## src/hw/rtl/owbm_pkg.sv

```systemverilog
`default_nettype none

package owbm_pkg;

    // default counter width for the tick counter
    localparam int COUNTER_WIDTH_DEF = 10;

    // configuration field widths
    localparam int RST_LEN_W  = 10;
    localparam int SLOT_LEN_W = 8;
    localparam int SHORT_W    = 4;
    localparam int CFG_IDX_W  = 3;
    localparam int CFG_DATA_W = 10;

    // configuration reset values
    localparam logic [RST_LEN_W-1:0]  RESET_LOW_DEF     = 10'd500;
    localparam logic [RST_LEN_W-1:0]  RESET_RELEASE_DEF = 10'd500;
    localparam logic [SLOT_LEN_W-1:0] WRITE_SLOT_DEF    = 8'd60;
    localparam logic [SLOT_LEN_W-1:0] READ_RECOVERY_DEF = 8'd120;
    localparam logic [SHORT_W-1:0]    START_LOW_DEF     = 4'd1;
    localparam logic [SHORT_W-1:0]    SAMPLE_DELAY_DEF  = 4'd0;

    // bits in one byte transaction
    localparam logic [3:0] BYTE_BITS = 4'd8;

    // configuration register indexes
    localparam logic [CFG_IDX_W-1:0] CFG_RESET_LOW     = 3'd0;
    localparam logic [CFG_IDX_W-1:0] CFG_RESET_RELEASE = 3'd1;
    localparam logic [CFG_IDX_W-1:0] CFG_WRITE_SLOT    = 3'd2;
    localparam logic [CFG_IDX_W-1:0] CFG_READ_RECOVERY = 3'd3;
    localparam logic [CFG_IDX_W-1:0] CFG_START_LOW     = 3'd4;
    localparam logic [CFG_IDX_W-1:0] CFG_SAMPLE_DELAY  = 3'd5;

    // commands carried with each tick
    typedef enum logic [1:0] {
        CMD_NONE  = 2'd0,
        CMD_RESET = 2'd1,
        CMD_WRITE = 2'd2,
        CMD_READ  = 2'd3
    } t_cmd;

    // bus sequencer phases
    typedef enum logic [2:0] {
        PH_IDLE     = 3'd0,
        PH_RST_LOW  = 3'd1,
        PH_RST_REL  = 3'd2,
        PH_W_START  = 3'd3,
        PH_W_DATA   = 3'd4,
        PH_R_START  = 3'd5,
        PH_R_SAMPLE = 3'd6,
        PH_R_RECOV  = 3'd7
    } t_phase;

    // timing configuration
    typedef struct packed {
        logic [RST_LEN_W-1:0]  reset_low;
        logic [RST_LEN_W-1:0]  reset_release;
        logic [SLOT_LEN_W-1:0] write_slot;
        logic [SLOT_LEN_W-1:0] read_recovery;
        logic [SHORT_W-1:0]    start_low;
        logic [SHORT_W-1:0]    sample_delay;
    } t_cfg;

    // per-tick result
    typedef struct packed {
        logic       drive_enable;
        logic       drive_level;
        logic       busy_res;
        logic       done_res;
        logic [7:0] read_byte;
    } t_result;

endpackage

`default_nettype wire

```

## src/hw/rtl/owbm_core.sv

```systemverilog
`default_nettype none

module owbm_core #(
    parameter int COUNTER_WIDTH = owbm_pkg::COUNTER_WIDTH_DEF
) (
    input  wire logic            i_clk,
    input  wire logic            i_rst_n,
    input  wire logic            i_step,
    input  wire owbm_pkg::t_cmd  i_cmd,
    input  wire logic [7:0]      i_write_byte,
    input  wire logic            i_line_level,
    input  wire owbm_pkg::t_cfg  i_cfg,
    output owbm_pkg::t_result    o_res
);

    localparam int LW = (COUNTER_WIDTH > owbm_pkg::RST_LEN_W) ?
                        COUNTER_WIDTH : owbm_pkg::RST_LEN_W;
    localparam logic [LW-1:0] CAP = LW'((1 << COUNTER_WIDTH) - 1);

    owbm_pkg::t_phase           r_phase, n_phase;
    owbm_pkg::t_cmd             r_op, n_op;
    logic [3:0]                 r_bits, n_bits;
    logic [7:0]                 r_shift, n_shift;
    logic [COUNTER_WIDTH-1:0]   r_tick, n_tick;

    // phase length to counter load: zero acts as one, saturate to counter
    function automatic logic [COUNTER_WIDTH-1:0] load_len(
        input logic [owbm_pkg::RST_LEN_W-1:0] len
    );
        logic [owbm_pkg::RST_LEN_W-1:0] lm1;
        logic [LW-1:0]                  ext;
        lm1 = (len == '0) ? '0 : len - 1'b1;
        ext = LW'(lm1);
        if (ext > CAP) begin
            ext = CAP;
        end
        return COUNTER_WIDTH'(ext);
    endfunction

    // one tick of the sequencer
    always_comb begin
        logic finish;
        n_phase = r_phase;
        n_op    = r_op;
        n_bits  = r_bits;
        n_shift = r_shift;
        n_tick  = r_tick;
        o_res   = '0;
        finish  = 1'b0;

        // command start, only from idle
        if (r_phase == owbm_pkg::PH_IDLE && i_cmd != owbm_pkg::CMD_NONE) begin
            n_op = i_cmd;
            unique case (i_cmd)
                owbm_pkg::CMD_RESET: begin
                    n_phase = owbm_pkg::PH_RST_LOW;
                    n_tick  = load_len(i_cfg.reset_low);
                end
                owbm_pkg::CMD_WRITE: begin
                    n_shift = i_write_byte;
                    n_bits  = owbm_pkg::BYTE_BITS;
                    n_phase = owbm_pkg::PH_W_START;
                    n_tick  = load_len(10'(i_cfg.start_low));
                end
                default: begin
                    n_shift = '0;
                    n_bits  = owbm_pkg::BYTE_BITS;
                    n_phase = owbm_pkg::PH_R_START;
                    n_tick  = load_len(10'(i_cfg.start_low));
                end
            endcase
        end

        if (n_phase != owbm_pkg::PH_IDLE) begin
            o_res.busy_res = 1'b1;

            // line drive for this tick
            if (n_phase == owbm_pkg::PH_RST_LOW || n_phase == owbm_pkg::PH_W_START ||
                n_phase == owbm_pkg::PH_R_START) begin
                o_res.drive_enable = 1'b1;
            end else if (n_phase == owbm_pkg::PH_W_DATA) begin
                o_res.drive_enable = 1'b1;
                o_res.drive_level  = n_shift[0];
            end

            // count down or move to the next phase
            if (n_tick != '0) begin
                n_tick = n_tick - 1'b1;
            end else begin
                unique case (n_phase)
                    owbm_pkg::PH_RST_LOW: begin
                        n_phase = owbm_pkg::PH_RST_REL;
                        n_tick  = load_len(i_cfg.reset_release);
                    end
                    owbm_pkg::PH_RST_REL: begin
                        finish = 1'b1;
                    end
                    owbm_pkg::PH_W_START: begin
                        n_phase = owbm_pkg::PH_W_DATA;
                        n_tick  = load_len(10'(i_cfg.write_slot));
                    end
                    owbm_pkg::PH_W_DATA: begin
                        n_shift = {1'b0, n_shift[7:1]};
                        if (n_bits <= 4'd1) begin
                            n_bits = '0;
                            finish = 1'b1;
                        end else begin
                            n_bits  = n_bits - 1'b1;
                            n_phase = owbm_pkg::PH_W_START;
                            n_tick  = load_len(10'(i_cfg.start_low));
                        end
                    end
                    owbm_pkg::PH_R_START: begin
                        n_phase = owbm_pkg::PH_R_SAMPLE;
                        n_tick  = load_len(10'(i_cfg.sample_delay) + 10'd1);
                    end
                    owbm_pkg::PH_R_SAMPLE: begin
                        n_shift = {i_line_level, n_shift[7:1]};
                        n_phase = owbm_pkg::PH_R_RECOV;
                        n_tick  = load_len(10'(i_cfg.read_recovery));
                    end
                    default: begin
                        if (n_bits <= 4'd1) begin
                            n_bits = '0;
                            finish = 1'b1;
                        end else begin
                            n_bits  = n_bits - 1'b1;
                            n_phase = owbm_pkg::PH_R_START;
                            n_tick  = load_len(10'(i_cfg.start_low));
                        end
                    end
                endcase

                // operation complete
                if (finish) begin
                    o_res.done_res = 1'b1;
                    if (n_op == owbm_pkg::CMD_READ) begin
                        o_res.read_byte = n_shift;
                    end
                    n_phase = owbm_pkg::PH_IDLE;
                    n_tick  = '0;
                    n_op    = owbm_pkg::CMD_NONE;
                end
            end
        end
    end

    // sequencer state, advanced once per accepted tick
    always_ff @(posedge i_clk) begin
        if (!i_rst_n) begin
            r_phase <= owbm_pkg::PH_IDLE;
            r_op    <= owbm_pkg::CMD_NONE;
            r_bits  <= '0;
            r_shift <= '0;
            r_tick  <= '0;
        end else if (i_step) begin
            r_phase <= n_phase;
            r_op    <= n_op;
            r_bits  <= n_bits;
            r_shift <= n_shift;
            r_tick  <= n_tick;
        end
    end

    a_idle_tick_clear: assert property (@(posedge i_clk) disable iff (!i_rst_n)
        (r_phase == owbm_pkg::PH_IDLE) |-> (r_tick == '0 && r_op == owbm_pkg::CMD_NONE))
        else $error("idle with running counter or operation");

    a_bits_range: assert property (@(posedge i_clk) disable iff (!i_rst_n)
        (r_bits <= owbm_pkg::BYTE_BITS))
        else $error("bit count out of range");

    a_done_busy: assert property (@(posedge i_clk) disable iff (!i_rst_n)
        (!o_res.done_res || o_res.busy_res) && (!o_res.drive_level || o_res.drive_enable))
        else $error("done without busy or level without drive");

    a_idle_after_done: assert property (@(posedge i_clk) disable iff (!i_rst_n)
        (i_step && o_res.done_res) |=> (r_phase == owbm_pkg::PH_IDLE))
        else $error("sequencer not idle after done");

endmodule

`default_nettype wire

```

## src/hw/rtl/owbm_skid.sv

```systemverilog
`default_nettype none

module owbm_skid (
    input  wire logic               i_clk,
    input  wire logic               i_rst_n,
    input  wire logic               i_push,
    input  wire owbm_pkg::t_result  i_data,
    output logic                    o_full,
    output logic                    o_valid,
    input  wire logic               i_stall,
    output owbm_pkg::t_result       o_data
);

    owbm_pkg::t_result r_q0, r_q1;
    logic [1:0]        r_cnt;
    logic              pop;

    assign pop     = o_valid && !i_stall;
    assign o_valid = (r_cnt != 2'd0);
    assign o_full  = (r_cnt == 2'd2);
    assign o_data  = r_q0;

    // occupancy
    always_ff @(posedge i_clk) begin
        if (!i_rst_n) begin
            r_cnt <= '0;
        end else begin
            r_cnt <= r_cnt + 2'(i_push) - 2'(pop);
        end
    end

    // two-entry buffer, head in r_q0
    always_ff @(posedge i_clk) begin
        if (pop) begin
            r_q0 <= (i_push && r_cnt == 2'd1) ? i_data : r_q1;
            if (i_push && r_cnt == 2'd2) begin
                r_q1 <= i_data;
            end
        end else if (i_push) begin
            if (r_cnt == 2'd0) begin
                r_q0 <= i_data;
            end else begin
                r_q1 <= i_data;
            end
        end
    end

    a_no_overflow: assert property (@(posedge i_clk) disable iff (!i_rst_n)
        (r_cnt != 2'd3) && !(o_full && i_push))
        else $error("output buffer overflow");

    a_hold_stalled: assert property (@(posedge i_clk) disable iff (!i_rst_n)
        (o_valid && i_stall) |=> (o_valid && $stable(r_q0)))
        else $error("stalled transaction lost");

endmodule

`default_nettype wire

```

## src/hw/rtl/one_wire_byte_master.sv

```systemverilog
`default_nettype none

// One-wire byte master. Each input transaction is one bus tick (normally one
// microsecond) carrying an optional command (reset pulse, write byte, read
// byte), the byte to send and the sampled DQ level; each tick produces exactly
// one result transaction with the line drive, busy, done and the read byte.
// A command is taken only while idle and its first tick is the tick that
// carries it; commands given while busy are ignored. Bytes go out and come in
// least significant bit first. One tick is accepted every clock cycle unless
// the output buffer is full; each result is registered into a two-entry
// output buffer, so input stall rises only when two results are waiting. The
// user writes timing registers via the config port only while idle (the
// block does not enforce this); they apply from the next phase entered; a
// zero length acts as one and lengths beyond the tick counter saturate.

module one_wire_byte_master #(
    parameter int COUNTER_WIDTH = owbm_pkg::COUNTER_WIDTH_DEF
) (
    input  wire logic                             i_clk,
    input  wire logic                             i_rst_n,
    // configuration
    input  wire logic                             i_cfg_we,
    input  wire logic [owbm_pkg::CFG_IDX_W-1:0]   i_cfg_index,
    input  wire logic [owbm_pkg::CFG_DATA_W-1:0]  i_cfg_data,
    // tick input
    input  wire logic                             i_in_valid,
    output logic                                  o_in_stall,
    input  wire logic [1:0]                       i_cmd,
    input  wire logic [7:0]                       i_write_byte,
    input  wire logic                             i_line_level,
    // result output
    output logic                                  o_out_valid,
    input  wire logic                             i_out_stall,
    output logic                                  o_drive_enable,
    output logic                                  o_drive_level,
    output logic                                  o_busy_res,
    output logic                                  o_done_res,
    output logic [7:0]                            o_read_byte
);

    owbm_pkg::t_cfg    r_cfg;
    owbm_pkg::t_result step_res;
    owbm_pkg::t_result out_res;
    logic              accept;
    logic              full;

    assign accept     = i_in_valid && !full;
    assign o_in_stall = full;

    // timing registers
    always_ff @(posedge i_clk) begin
        if (!i_rst_n) begin
            r_cfg.reset_low     <= owbm_pkg::RESET_LOW_DEF;
            r_cfg.reset_release <= owbm_pkg::RESET_RELEASE_DEF;
            r_cfg.write_slot    <= owbm_pkg::WRITE_SLOT_DEF;
            r_cfg.read_recovery <= owbm_pkg::READ_RECOVERY_DEF;
            r_cfg.start_low     <= owbm_pkg::START_LOW_DEF;
            r_cfg.sample_delay  <= owbm_pkg::SAMPLE_DELAY_DEF;
        end else if (i_cfg_we) begin
            unique case (i_cfg_index)
                owbm_pkg::CFG_RESET_LOW:     r_cfg.reset_low     <= i_cfg_data;
                owbm_pkg::CFG_RESET_RELEASE: r_cfg.reset_release <= i_cfg_data;
                owbm_pkg::CFG_WRITE_SLOT:    r_cfg.write_slot    <= i_cfg_data[7:0];
                owbm_pkg::CFG_READ_RECOVERY: r_cfg.read_recovery <= i_cfg_data[7:0];
                owbm_pkg::CFG_START_LOW:     r_cfg.start_low     <= i_cfg_data[3:0];
                owbm_pkg::CFG_SAMPLE_DELAY:  r_cfg.sample_delay  <= i_cfg_data[3:0];
                default: begin
                end
            endcase
        end
    end

    // bus sequencer
    owbm_core #(
        .COUNTER_WIDTH (COUNTER_WIDTH)
    ) u_core (
        .i_clk        (i_clk),
        .i_rst_n      (i_rst_n),
        .i_step       (accept),
        .i_cmd        (owbm_pkg::t_cmd'(i_cmd)),
        .i_write_byte (i_write_byte),
        .i_line_level (i_line_level),
        .i_cfg        (r_cfg),
        .o_res        (step_res)
    );

    // result buffer
    owbm_skid u_skid (
        .i_clk   (i_clk),
        .i_rst_n (i_rst_n),
        .i_push  (accept),
        .i_data  (step_res),
        .o_full  (full),
        .o_valid (o_out_valid),
        .i_stall (i_out_stall),
        .o_data  (out_res)
    );

    assign o_drive_enable = out_res.drive_enable;
    assign o_drive_level  = out_res.drive_level;
    assign o_busy_res     = out_res.busy_res;
    assign o_done_res     = out_res.done_res;
    assign o_read_byte    = out_res.read_byte;

endmodule

`default_nettype wire
```

## config.mk

```make
export PLATFORM = sky130hd
export DESIGN_NAME = one_wire_byte_master
export DESIGN_NICKNAME = d
export VERILOG_FILES = /design/src/hw/rtl/owbm_pkg.sv /design/src/hw/rtl/owbm_core.sv /design/src/hw/rtl/owbm_skid.sv /design/src/hw/rtl/one_wire_byte_master.sv
export SDC_FILE = /design/constraint.sdc
export NUM_CORES = 1
export LEC_CHECK = 0
export ABC_AREA = 1
export BUFFER_PORTS_ARGS = -buffer_cell sky130_fd_sc_hd__buf_2
export CORE_UTILIZATION = 62
export DETAILED_ROUTE_END_ITERATION = 12
export GPL_ROUTABILITY_DRIVEN = 0
export PLACE_DENSITY = 0.81
export SKIP_CTS_REPAIR_TIMING = 1
export SYNTH_ARGS = -nofsm -noshare
export SYNTH_HDL_FRONTEND = slang
export SYNTH_SLANG_ARGS = --single-unit
```

## constraint.sdc

```tcl
create_clock -name i_clk -period 2.9 [get_ports i_clk]
set_clock_uncertainty 0.1 [all_clocks]
set_input_delay 0.29 -clock i_clk [delete_from_list [all_inputs] [get_ports i_clk]]
set_output_delay 0.29 -clock i_clk [all_outputs]
set_load 0.05 [all_outputs]
```

**Word-level counts from Yosys, hierarchy flattened**

Index checks and enable logic that the tools add are counted.
Widths: inputs -> output; s select.

- Multiplexer cells: 61
- $lt $le $gt $ge: 7
- Add/subtract/negate cells: 11
- Reductions and logical operators: 34
- Eq/ne operators: 18

Operator list:

| kind | count |
|---|---|
| $mux 10 | 18 |
| $mux 12 | 9 |
| $gt 10x10->1 const B | 6 |
| $pmux 10 s5 | 1 |
| $sub 10x1->10 const B | 4 |
| $mux 8 | 4 |
| $pmux 8 s2 | 2 |
| $logic_not 10->1 | 3 |
| $mux 4 | 6 |
| $mux 3 | 6 |
| $mux 9 | 2 |
| $pmux 3 s6 | 1 |
| $sub 8x1->9 const B | 2 |
| $logic_not 8->1 | 2 |
| $eq 3x3->1 const B | 5 |
| $reduce_and 2->1 | 7 |
| $eq 3x2->1 const B | 4 |
| $mux 2 | 5 |
| $reduce_bool 10->1 | 1 |
| $reduce_bool 2->1 | 4 |
| $eq 2x2->1 const B | 3 |
| $eq 3x1->1 const B | 2 |
| $logic_not 3->1 | 2 |
| $pmux 3 s2 | 1 |
| 20 further kinds | 31 |

- Logic and storage cells: 153
- Output and inout port bits: 14
- Register bits: 97

**Logic depth before layout (Yosys ltp)**

- Depth after elaboration: 15
- Depth in mapped cells: 20

**Hierarchy**

From an unflattened synthesis, not the netlist that was laid out.

- Cell total of the unflattened synthesis: 1056
- Area total of the unflattened synthesis: 6701.4 um2

Modules (own cells, without submodules):

| module | area an instance (um2) | cells an instance | times used | seq. area each (um2) |
|---|---|---|---|---|
| owbm_core | 3907.5 | 725 | 1 | 540.5 |
| one_wire_byte_master | 1737.9 | 241 | 1 | 880.8 |
| owbm_skid | 1056.0 | 90 | 1 | 760.7 |

**Worst setup path after synthesis**

No wires, ideal clock.

- Path type: input -> register
- From: input port i_cmd[0]
- To: register u_skid.r_q0, in the netlist u_skid.o_data[0] (data pin)
- Buffers on the path: 1
- Cell stages on the path: 15
- Arrival: 2.470 ns
- Slack: 0.187 ns
- Cells stage by stage: inv_1 ha_1 nor2_4 nand3_2 buf_2 nand2_1 ha_1 o21ai_0 nor2_1 nand2_1 o21bai_2 nand2_4 nor2_8 nand2_2 a21oi_2

- Cells in the longest elaborated chain, start to end: 14
- Elaborated cells on any way between the ends: 37

Ends and longest elaborated chain:

| element | line | RTL |
|---|---|---|
| start, declared | one_wire_byte_master.sv:28 | `input wire logic [1:0] i_cmd,` |
| $eq 2x1->1, or another cell as far along | owbm_core.sv:54 | `unique case (i_cmd)` |
| $mux 4, or another cell as far along | owbm_core.sv:54 |  |
| $mux 4 / $mux 3 (equally long branches) | owbm_core.sv:52 | `if (r_phase == owbm_pkg::PH_IDLE && i_cmd != owbm_pkg::CMD_NONE) begin` |
| $le 4x1->1, or another cell as far along | owbm_core.sv:104, owbm_core.sv:123 |  |
| $mux 1 / $reduce_or 4->1 (equally long branches) | - |  |
| $pmux 1 s2 | owbm_core.sv:90 | `unique case (n_phase)` |
| $mux 1 | owbm_core.sv:87 | `if (n_tick != '0) begin` |
| $mux 1 | owbm_core.sv:74 | `if (n_phase != owbm_pkg::PH_IDLE) begin` |
| $mux 9 | owbm_core.sv:135 | `if (finish) begin` |
| $mux 9 | owbm_core.sv:87 |  |
| $mux 12 * | owbm_core.sv:74 |  |
| $mux 12 | owbm_skid.sv:40 | `if (r_cnt == 2'd0) begin` |
| $mux 12 | owbm_skid.sv:39 | `end else if (i_push) begin` |
| $mux 12 * | owbm_skid.sv:34 | `if (pop) begin` |
| end signal, assigned | owbm_skid.sv:35 | `r_q0 <= (i_push && r_cnt == 2'd1) ? i_data : r_q1;` |
| end signal, assigned | owbm_skid.sv:41 | `r_q0 <= i_data;` |
| end, declared | owbm_skid.sv:14 | `owbm_pkg::t_result r_q0, r_q1;` |

Mark *: on every way between the ends. The rest lies on a longest branch, timed or not. The select of a mux whose other input is x is not followed.
A chain may end at the register's enable or synchronous reset.

**Worst setup path in the final report**

- From: register u_core.r_phase[1]
- To: register u_skid.r_q0, in the netlist u_skid.o_data[6] (data pin)

- Cells in the longest elaborated chain, start to end: 14
- Elaborated cells on any way between the ends: 31

Ends and longest elaborated chain:

| element | line | RTL |
|---|---|---|
| start, declared | owbm_core.sv:20 | `owbm_pkg::t_phase r_phase, n_phase;` |
| start signal, assigned | owbm_core.sv:151 | `r_phase <= owbm_pkg::PH_IDLE;` |
| start signal, assigned | owbm_core.sv:157 | `r_phase <= n_phase;` |
| $logic_not 3->1 | owbm_core.sv:52 |  |
| $logic_and 1x1->1 | owbm_core.sv:52 |  |
| $mux 4 / $mux 3 (equally long branches) | owbm_core.sv:52 |  |
| $le 4x1->1, or another cell as far along | owbm_core.sv:104, owbm_core.sv:123 |  |
| $mux 1 / $reduce_or 4->1 (equally long branches) | - |  |
| $pmux 1 s2 | owbm_core.sv:90 |  |
| $mux 1 | owbm_core.sv:87 |  |
| $mux 1 | owbm_core.sv:74 |  |
| $mux 9 | owbm_core.sv:135 |  |
| $mux 9 | owbm_core.sv:87 |  |
| $mux 12 * | owbm_core.sv:74 |  |
| $mux 12 | owbm_skid.sv:40 |  |
| $mux 12 | owbm_skid.sv:39 |  |
| $mux 12 * | owbm_skid.sv:34 |  |

Marked as above.

==> flow_summary.json <==
{
  "diodes": 0,
  "p_switching_mw": 3.71,
  "worst_setup_path_end_kind": "register",
  "crit_type": "register to register",
  "wl_per_cell_um": 14.5,
  "yosys.area.top_type": "dfxtp_1",
  "area_delta_synth_final_pct": 12.4,
  "switching_share_pct": 50.4,
  "first_global_vias": 5819,
  "instances_no_fill": 1182,
  "clock_sinks": 97,
  "clk_path_buf_depth": 2,
  "io_buffers": 42,
  "fin_nets": 1090,
  "clkSlewWorstSetupHoldPaths_ps": 100,
  "leakage_nw": 3.46,
  "first_pass_iters": 5,
  "synthDistinctLibCells": 45,
  "rows": 36,
  "comb_power_share_pct": 61.6,
  "multi_input_area_um2": 3690,
  "grt_max_degree": 44,
  "setup_violations": 0,
  "powerDensity_nw_per_um2": 1010,
  "fill_cells": 871,
  "die-area_um2": 10800,
  "max-cap-violations": 0,
  "die_w_um": 104,
  "seqPwrFrac_pct": 25.0,
  "syn_area_per_cell_um2": 6.57,
  "cts_made_buffers": 9,
  "hold_class": "input pin to register",
  "r2r-end": "u_skid.o_data[6]$_DFFE_PP_",
  "min_path_cells": 3,
  "tns_ps": 0,
  "reg2reg_depth": 16,
  "tightest_slew_ps": 1110,
  "final_layout_size_suffix_gt1_share_pct": 15.1,
  "synth_nets": 1029,
  "grt_pass1_wl_um": 27900,
  "cts_root_buf": "clkbuf_8",
  "fmax_mhz": 365,
  "ys_ff_latch": 97,
  "clock_latency_ps": 380,
  "ir_drop_v": 0.000642,
  "drt_iter0_drc": 587,
  "antenna_found_initial": 0,
  "chipHeight_um": 104,
  "synthTopCellsByArea": "dfxtp_1, nand2_1, edfxtp_1",
  "crit_path_start_kind": "register",
  "routed_via_density": 5.61,
  "rr_startpoint": "u_core.r_phase[1]$_SDFFE_PN0P_",
  "final.min_clock_period_ps": 2740,
  "globalRouteOverflowTotal": 0,
  "whs_endpoint": "r_cfg[32]$_SDFFE_PN1P_",
  "crit_arrival_ps": 2870,
  "p_int_mw": 3.65,
  "antenna_left": 0,
  "regArea_um2": 2180,
  "yosys_warnings": 0,
  "worstHoldStart": "i_cfg_data[8]",
  "rsz0062_at_grt": "false",
  "synth_cells": 983,
  "start_util_pct": 64.9,
  "status": "finished clean",
  "drv_slew": 0,
  "cts_tree": "done",
  "pin_count": 43,
  "syn_area_um2": 6460,
  "synth_top_area_share_pct": 22.6,
  "num_vias": 6630,
  "power_frac_clock_pct": 13.4,
  "dp_hpwl_um": 12500,
  "relSlewSlack_pct": 26.1,
  "worstPathRequired_ps": 3030,
  "coreArea_um2": 9950,
  "ff2ff_setup_slack_ps": 160,
  "routed_wl_um": 17200,
  "ys_seq_area_share_pct": 33.8,
  "dp_cells": 1160,
  "period_share_pct": 94.5,
  "grtUsageTotal_pct": 32.1,
  "hold_viol": 0,
  "crit_fanout": 9,
  "ctsHtreeMaxLevel": 3,
  "drc_errors": 0
}
==> power groups by stage <==
stage	sequential, mW	combinational, mW	clock, mW
floorplan	2.16	2.86	0
global placement	1.86	4.22	0
detailed placement	1.86	4.25	0
CTS	1.83	4.29	0.990
global route	1.87	4.99	1.05
finish	1.84	4.54	0.984
==> final cells by class <==
class / count / share of cell area, %
Multi-Input combinational cell: 717 / 50.8
Inverter: 142 / 7.37
Clock buffer: 11 / 1.81
Tap cell: 133 / 2.29
Clock inverter: 5 / 1.10
Sequential cell: 97 / 30.0
Timing Repair Buffer: 77 / 6.56
==> logic make-up (layout without fill, tap and decap cells) <==
group / count (synthesis) / after routing / synth area share, %
DFF: 97 / 97 / 33.8
muxes: 1 / 1 / 0.174
buffers and inverters: 169 / 235 / 10.0
adders and majority gates: 17 / 17 / 3.29
and+or+nand+nor: 487 / 487 / 33.1
xor gates and xnor gates: 22 / 22 / 2.98
AOI/OAI and AO/OA: 190 / 190 / 16.6
==> worst max path at each step <==
stage,from,slack (ps),depth (start not counted),end
after floorplan,i_cmd[0],190,15,u_skid.o_data[0]$_DFFE_PP_
after global placement,i_cmd[0],50,19,u_core.r_tick[2]$_SDFFE_PN0P_
after detailed placement,i_cmd[0],-120,17,u_core.r_tick[2]$_SDFFE_PN0P_
after CTS,u_core.r_phase[1]$_SDFFE_PN0P_,40,12,u_core.r_phase[2]$_SDFFE_PN0P_
after global routing,r_cfg[34]$_SDFFE_PN0P_,10,17,u_skid.o_data[6]$_DFFE_PP_
final,u_core.r_phase[1]$_SDFFE_PN0P_,160,16,u_skid.o_data[6]$_DFFE_PP_
==> per-layer routing <==
layer,global-route usage [%],vias to the layer above,share of wire (%)
met3,4.89,32,8.5
met5,0,-,0
met4,11.7,0,2.1
met1,44.7,2994,45
li1,-,3301,-
met2,50.5,303,45
==> registers in the layout, indices dropped and copies added, names as in the netlist <==
register        cells
u_skid.r_cnt        2
r_cfg              44
u_core.r_tick      10
u_core.r_op         2
u_skid.o_data      12
u_core.r_shift      8
u_core.r_phase      3
u_skid.r_q1        12
u_core.r_bits       4
==> worst max-delay path: stages, from the launching register on <==
cell,delay [ps]
dfxtp_1,480
nor2_4,110
nand3_4,100
buf_4,190
nor2_1,60
nor2_1,110
nand2_1,100
inv_2,90
ha_1,140
inv_1,80
nor2_4,130
nand3_4,130
nor2_4,170
nand2_4,100
nor2_8,250
nand2_2,110
a21oi_2,130
==> Yosys cell counts (all sizes together) <==
| library cell | instances |
|---|---|
| o21ai | 75 |
| o22ai | 2 |
| nor2 | 141 |
| nand3 | 59 |
| nand2 | 258 |
| o211ai | 18 |
| o21bai | 3 |
| clkbuf | 22 |
| xnor2 | 3 |
| a21oi | 82 |
| nand3b | 2 |
| or2 | 3 |
| a21boi | 2 |
| nand4 | 10 |
| clkinv | 2 |
| ha | 17 |
| nor2b | 1 |
| nor3 | 13 |
| a21o | 1 |
| o31ai | 2 |
| a31oi | 2 |
| xor2 | 19 |
| edfxtp | 24 |
| inv | 140 |
| dfxtp | 73 |
| buf | 5 |
| a32oi | 3 |
| mux2 | 1 |
==> cell usage in the layout, fill, tap and decap left out, types with 11 or more instances in the layout <==
cell type	n
nand2_1	243
inv_1	130
nor2_1	122
a21oi_1	74
dfxtp_1	73
o21ai_0	67
nand3_1	53
buf_2	42
buf_4	34
edfxtp_1	24
xor2_1	19
o211ai_1	18
ha_1	16
nor3_1	12
nand2_2	12
nor2_2	11
==> through the flow <==
stage / setup slack, ps / instance area [µm²] / utilization, % / hold slack [ps] / total power [mW]
after detailed placement: -124 / 6960 / 69.9 / 357 / 6.11
final: 160 / 7260 / 73.0 / 39.2 / 7.36
after CTS: 41.7 / 7170 / 72.0 / 34.1 / 7.11
after global routing: 11.3 / 7260 / 73.0 / 78.9 / 7.91
after global placement: 47.4 / 6960 / 69.9 / 351 / 6.08
after floorplan: 187 / 6460 / - / 316 / 5.02
Note: power is estimated with default switching activity, not from simulation.
